`src/hdl/slmd_pkg.sv`:
```
// Shared types, command codes and sizes for the sorted list merge unit.
`timescale 1ns / 1ps

package slmd_pkg;

  localparam int VALUE_W = 32;
  localparam int CMD_W = 2;
  localparam int DEFAULT_LIST_DEPTH = 32;

  localparam logic [CMD_W-1:0] CMD_APPEND_A = 2'd0;
  localparam logic [CMD_W-1:0] CMD_APPEND_B = 2'd1;
  localparam logic [CMD_W-1:0] CMD_MERGE    = 2'd2;

  typedef struct packed {
    logic [CMD_W-1:0]          cmd;
    logic signed [VALUE_W-1:0] value;
  } item_t;

  typedef struct packed {
    logic signed [VALUE_W-1:0] merged_value;
    logic                      last;
    logic                      overflow;
  } result_t;

  // Outcome of comparing the two list heads.
  typedef struct packed {
    logic b_less;
    logic a_less;
  } cmp_res_t;

endpackage

```
`src/hdl/slmd_list_ram.sv`:
```
// Single list store: one write port and one registered read port.
`timescale 1ns / 1ps

module slmd_list_ram #(
  parameter int DEPTH  = slmd_pkg::DEFAULT_LIST_DEPTH,
  parameter int ADDR_W = 5
) (
  input  logic                         clk,
  input  logic                         wr_en,
  input  logic [ADDR_W-1:0]            wr_addr,
  input  logic [slmd_pkg::VALUE_W-1:0] wr_data,
  input  logic [ADDR_W-1:0]            rd_addr,
  output logic [slmd_pkg::VALUE_W-1:0] rd_data
);
  import slmd_pkg::*;

  logic [VALUE_W-1:0] mem [DEPTH];

  always_ff @(posedge clk) begin
    if (wr_en) begin
      mem[wr_addr] <= wr_data;
    end
    rd_data <= mem[rd_addr];
  end

endmodule

```
`src/hdl/slmd_cmp.sv`:
```
// Shared signed comparator for the two list heads.
`timescale 1ns / 1ps

module slmd_cmp (
  input  logic [slmd_pkg::VALUE_W-1:0] head_a,
  input  logic [slmd_pkg::VALUE_W-1:0] head_b,
  output slmd_pkg::cmp_res_t           res
);
  import slmd_pkg::*;

  // Two's complement ordering of the stored bit patterns.
  always_comb begin
    res.b_less = $signed(head_b) < $signed(head_a);
    res.a_less = $signed(head_a) < $signed(head_b);
  end

endmodule

```
`src/hdl/sorted_list_merge_dedup_unit.sv`:
```
// Top level: two sorted lists, appended one beat at a time and merged on request.
//
//   Channel   Direction  Beat type  Handshake
//   item      in         item_t     item_valid / item_stall
//   result    out        result_t   result_valid / result_stall
//
// The next item may follow an append directly.
// A merge produces each result beat in two steps: a fetch state for the registered
// read of both list stores, then an emit state for the shared compare and emit,
// which waits while the output is stalled. item_stall stays high for the whole merge.
// A merge of two empty lists raises no item_stall and produces no result beat.
// Reset is synchronous and clears the counts, the overflow flag and the sequencer;
// the list stores hold whatever was written and need no clearing.
// A held result beat does not block appends once the block is idle again.
`timescale 1ns / 1ps

module sorted_list_merge_dedup_unit #(
  parameter int LIST_DEPTH = slmd_pkg::DEFAULT_LIST_DEPTH
) (
  input  logic              clk,
  input  logic              rst,
  input  logic              item_valid,
  output logic              item_stall,
  input  slmd_pkg::item_t   item,
  output logic              result_valid,
  input  logic              result_stall,
  output slmd_pkg::result_t result
);
  import slmd_pkg::*;

  // A count must reach the depth itself, whereas an address stops one short.
  localparam int CNT_W  = $clog2(LIST_DEPTH + 1);
  localparam int ADDR_W = (LIST_DEPTH > 1) ? $clog2(LIST_DEPTH) : 1;

  typedef enum logic [2:0] {
    ST_IDLE  = 3'b001,
    ST_FETCH = 3'b010,
    ST_EMIT  = 3'b100
  } state_t;

  state_t state, state_next;

  logic [CNT_W-1:0] count_a, count_b;
  logic [CNT_W-1:0] ia, ib;
  logic [CNT_W-1:0] ia_next, ib_next;
  logic             dropped_flag;

  logic               item_fire;
  logic               full_a, full_b;
  logic               wr_a, wr_b;
  logic [VALUE_W-1:0] head_a, head_b;
  cmp_res_t           cmp;

  logic               avail_a, avail_b;
  logic               take_a, take_b;
  logic [VALUE_W-1:0] pick;
  logic               out_free;
  logic               emit;
  logic               done;

  assign item_stall = (state != ST_IDLE);
  assign item_fire  = item_valid && !item_stall;

  assign full_a = (count_a == CNT_W'(LIST_DEPTH));
  assign full_b = (count_b == CNT_W'(LIST_DEPTH));
  assign wr_a   = item_fire && (item.cmd == CMD_APPEND_A) && !full_a;
  assign wr_b   = item_fire && (item.cmd == CMD_APPEND_B) && !full_b;

  slmd_list_ram #(
    .DEPTH  (LIST_DEPTH),
    .ADDR_W (ADDR_W)
  ) u_list_a (
    .clk     (clk),
    .wr_en   (wr_a),
    .wr_addr (count_a[ADDR_W-1:0]),
    .wr_data (item.value),
    .rd_addr (ia[ADDR_W-1:0]),
    .rd_data (head_a)
  );

  slmd_list_ram #(
    .DEPTH  (LIST_DEPTH),
    .ADDR_W (ADDR_W)
  ) u_list_b (
    .clk     (clk),
    .wr_en   (wr_b),
    .wr_addr (count_b[ADDR_W-1:0]),
    .wr_data (item.value),
    .rd_addr (ib[ADDR_W-1:0]),
    .rd_data (head_b)
  );

  slmd_cmp u_cmp (
    .head_a (head_a),
    .head_b (head_b),
    .res    (cmp)
  );

  // Head selection. With both lists live the smaller head goes out; equal heads
  // go out once and both lists step on. Once one list runs dry the other drains.
  always_comb begin
    avail_a = (ia < count_a);
    avail_b = (ib < count_b);
    take_a  = 1'b0;
    take_b  = 1'b0;
    pick    = head_a;
    if (avail_a && avail_b) begin
      if (cmp.b_less) begin
        take_b = 1'b1;
        pick   = head_b;
      end else if (cmp.a_less) begin
        take_a = 1'b1;
      end else begin
        take_a = 1'b1;
        take_b = 1'b1;
      end
    end else if (avail_a) begin
      take_a = 1'b1;
    end else begin
      take_b = 1'b1;
      pick   = head_b;
    end
  end

  // The output register can take a beat when it is empty or being drained now.
  assign out_free = !result_valid || !result_stall;
  assign emit     = (state == ST_EMIT) && out_free;

  assign ia_next = take_a ? ia + CNT_W'(1) : ia;
  assign ib_next = take_b ? ib + CNT_W'(1) : ib;
  // Indices never pass their counts, so equality marks an exhausted list.
  assign done    = (ia_next == count_a) && (ib_next == count_b);

  always_comb begin
    state_next = state;
    unique case (state)
      ST_IDLE: begin
        if (item_fire && (item.cmd == CMD_MERGE) &&
            ((count_a != '0) || (count_b != '0))) begin
          state_next = ST_FETCH;
        end
      end
      ST_FETCH: begin
        state_next = ST_EMIT;
      end
      ST_EMIT: begin
        if (out_free) begin
          state_next = done ? ST_IDLE : ST_FETCH;
        end
      end
      default: begin
        state_next = ST_IDLE;
      end
    endcase
  end

  always_ff @(posedge clk) begin
    if (rst) begin
      state        <= ST_IDLE;
      count_a      <= '0;
      count_b      <= '0;
      dropped_flag <= 1'b0;
      ia           <= '0;
      ib           <= '0;
      result_valid <= 1'b0;
    end else begin
      state <= state_next;

      if (item_fire) begin
        unique case (item.cmd)
          CMD_APPEND_A: begin
            if (full_a) begin
              dropped_flag <= 1'b1;
            end else begin
              count_a <= count_a + CNT_W'(1);
            end
          end
          CMD_APPEND_B: begin
            if (full_b) begin
              dropped_flag <= 1'b1;
            end else begin
              count_b <= count_b + CNT_W'(1);
            end
          end
          CMD_MERGE: begin
            ia <= '0;
            ib <= '0;
          end
          default: begin
          end
        endcase
      end

      if (emit) begin
        ia <= ia_next;
        ib <= ib_next;
      end

      if (emit) begin
        result_valid <= 1'b1;
      end else if (!result_stall) begin
        result_valid <= 1'b0;
      end
    end
  end

  // Result payload; qualified by result_valid, so it needs no reset.
  always_ff @(posedge clk) begin
    if (emit) begin
      result.merged_value <= pick;
      result.last         <= done;
      result.overflow     <= dropped_flag;
    end
  end

endmodule

```
`config.mk`:
```
export PLATFORM = sky130hd
export DESIGN_NAME = sorted_list_merge_dedup_unit
export DESIGN_NICKNAME = d
export VERILOG_FILES = /design/src/hdl/slmd_pkg.sv /design/src/hdl/slmd_list_ram.sv /design/src/hdl/slmd_cmp.sv /design/src/hdl/sorted_list_merge_dedup_unit.sv
export SDC_FILE = /design/constraint.sdc
export NUM_CORES = 2
export LEC_CHECK = 0
export BUFFER_PORTS_ARGS = -buffer_cell sky130_fd_sc_hd__buf_2
export CAP_MARGIN = 15
export CORE_MARGIN = 2
export CORE_UTILIZATION = 45
export CTS_BUF_LIST = sky130_fd_sc_hd__clkbuf_2 sky130_fd_sc_hd__clkbuf_4 sky130_fd_sc_hd__clkbuf_8
export DETAILED_ROUTE_END_ITERATION = 6
export GPL_ROUTABILITY_DRIVEN = 0
export GPL_TIMING_DRIVEN = 0
export SYNTH_ARGS = -nofsm -noshare
export SYNTH_HDL_FRONTEND = slang
export SYNTH_SLANG_ARGS = --single-unit
```
`constraint.sdc`:
```
create_clock -name clk -period 5.6 [get_ports clk]
set_input_delay 1.12 -clock clk [delete_from_list [all_inputs] [get_ports clk]]
set_output_delay 1.12 -clock clk [all_outputs]
set_load 0.02 [all_outputs]
```
==> out/qor.csv <==
stage,metric,value,unit
status,outcome,finished clean,
floorplan,start_util,45.2,%
finish,fin_util,52.7,%
sta,min_period_over_period,93.2,%
synthesis,synth_warnings,0,
power,cellPowerDensity,339,mW/mm^2
route,postRouteAntennaNets,0,
global_route,grt_pass1_vias,42500,
global_route,grt_pass1_wl,320,mm
synthesis,synth-main-ff-cell,edfxtp_1,
synthesis,synth-seq-cells,2175,
clock_network,cts_setup_buffers,0,
synthesis,synthesis.area,0.0835,mm^2
finish,fillCellCount,14400,
clock_network,cts-root-buf,clkbuf_8,
synthesis,ys_top_cells_by_area,"edfxtp_1 (75%), mux4_2 (15%), dfxtp_1 (2.2%), mux2i_1 (1.2%), mux2_2 (0.86%)",
clock_network,clk_latency,1110,ps
sta,period_minus_slack,5220,ps
place,numPortBuffers,72,
sta,rsz0062_at_grt,false,
clock_network,ctsResizeCount,0,
sta,setup_viol,0,
synthesis,synth_most_common_cell,edfxtp_1,
sta,fin_tns_setup,0,ps
sta,report.final.hold_viol_count,0,
route,drt-initial-drc-count,5265,
finish,layout-area-overhead-vs-synth,16.6,%
clock_network,path_clk_slew,60,ps
floorplan,design.portCount,74,
clock_network,htree_num_levels,5,
clock_network,cts.path.max_buffers,4,
synthesis,async_reset_ff_share,0,%
flow_run,cap_violations,0,
route,post_drt_via_cell_ratio,5.91,
critical_path,r2r_slack,380,ps
global_route,grt.total_usage,24.0,%
synthesis,syn_nets,3935,
power,leakage,0.0296,uW
floorplan,core-area,0.185,mm^2
sta,max_freq,0.192,GHz
critical_path,worstSetupStartpointType,register,
route,routed_wl,227,mm
route,routed-via-count,42400,
floorplan,row_count,158,
power,peakVddDrop,0.215,mV
clock_network,clkSinkCount,2175,
clock_network,cts_tree,built,
synthesis,avgSynthCellArea,21.7,um^2
worst_hold_path,hold_depth,1,
place,hpwl,149,mm
critical_path,r2r-start,ib[0],
critical_path,r2r_end,u_list_b.rd_data[0],
sta,clock_skew,111,ps
clock_network,postCtsHoldBufs,0,
clock_network,numCtsBuffers,365,
global_route,gr-total-overflow,0,
floorplan,dieArea,0.189,mm^2
floorplan,die_h,435,um
synthesis,synth_top_area_share,74.9,%
synthesis,synth_cell_type_count,52,
worst_hold_path,hold_path_end,u_list_a.mem[9][31],
critical_path,cp_max_fo,10,
synthesis,netlist_instances,3845,
critical_path,rr_worst_depth,10,
synthesis,synthTopCellsByCount,"edfxtp_1 (2,082), mux4_2 (544), nand2_1 (164)",
worst_hold_path,holdCritStartpoint,item[31],
finish,final_nets,4515,
critical_path,crit_type,register to register,
critical_path,required,6470,ps
synthesis,yosysSeqAreaShare,77.1,%
synthesis,synth_top_cell_by_area,edfxtp_1,
route,drtPass1Iterations,5,
synthesis,synth_edf_count,2082,
critical_path,cp-end-kind,register,
critical_path,critPathArrivalTime,6090,ps
sta,worst_slew_pin_slew,1250,ps
floorplan,die_w,435,um
sta,maxSlewViolCount,0,
finish,drive_above_1_share,31.0,%
route,routedWlPerCell,31.6,um
worst_hold_path,hold_path_class,input port to register,
route,route.detailed.drc,0,
global_route,grt_max_degree,65,
global_route,antenna_found_initial,13,
sta,relSlewSlack,16.9,%
[power by group]
| part | internal [uW] | leakage, uW | switching (uW) | total, uW |
|---|---|---|---|---|
| Sequential | 17900 | 0.0195 | 61.1 | 18000 |
| Clock | 7740 | 0.00379 | 6200 | 13900 |
| Combinational | 285 | 0.00633 | 774 | 1060 |
| Total | 26000 | 0.0296 | 7040 | 33000 |
[layer usage]
metal,routed length [um],track usage [%]
met4,8430,8.67
met5,30,0
met3,17400,4.30
met2,109000,38.2
met1,92000,33.4
[cell families (layout without fill, tap and decap cells)]
kind of cell	after synthesis	count (layout)	share of synthesized area [%]
buf+inv	247	1092	1.12
simple gates	344	344	1.78
fa+ha+maj	52	52	0.779
flops	2175	2175	77.1
other cells	0	4	0
xor+xnor	25	25	0.262
mux	712	712	16.8
compound gates	290	290	2.18
[metrics by stage]
stage	cell area (um^2)	total power [uW]	setup slack (ps)	std cells	hold WS (ps)
after detailed placement	89600	19400	448	6508	487
after global placement	87000	19300	-4340	6397	482
after global routing	97300	34000	193	7173	411
final	97300	33000	380	7174	457
after CTS	96800	33200	412	7140	395
after floorplan	83500	18700	634	3845	409
[worst max-delay path by stage]
stage / start / end / slack (ps)
6_report: ib[0] / u_list_b.rd_data[0] / 380
3_5_place_dp: ib[0] / u_list_b.rd_data[0] / 450
3_3_place_gp: item[33] / u_list_a.mem[0][9] / -4340
2_1_floorplan: item[33] / u_list_a.mem[0][0] / 630
4_1_cts: ib[0] / u_list_b.rd_data[0] / 410
5_1_grt: ib[0] / u_list_b.rd_data[1] / 190
[placed cells by master (no fill, tap or decap), types with 68 or more instances in the layout]
master / count
edfxtp_1: 2082
buf_1: 68
buf_12: 83
clkinv_1: 71
dfxtp_1: 93
o21ai_0: 118
clkbuf_1: 123
clkbuf_8: 401
clkbuf_4: 112
buf_2: 79
nand2_1: 164
mux2i_1: 103
mux4_2: 544
[sequential cells by signal, indices dropped and copies added (netlist names), 3 cells and up]
name	flops
count_b	6
u_list_b.rd_data	32
result	34
u_list_a.rd_data	32
u_list_b.mem	1024
ia	6
state	3
u_list_a.mem	1024
count_a	6
ib	6
[final cells by class]
cell class	instances	area, um^2	area share (%)
diodes	4	10.0	0.0103
plain buffers	197	747	0.767
clock buffers	513	6360	6.53
clock inverters	119	787	0.809
inverters	50	188	0.193
multi-input cells	1423	18700	19.2
flip-flops and latches	2175	64400	66.1
well taps	2480	3100	3.19
repair buffers	213	3090	3.17
[worst max-delay path, stage by stage (launching register included)]
cell and delay (ps):
dfxtp_1 370, clkbuf_1 690, clkbuf_1 760, buf_1 740
buf_1 850, mux2i_1 180, o221ai_1 260, nand2_1 80
nand2_1 70, o221ai_1 340, o21ai_0 700
(Power assumes the default switching activity.)
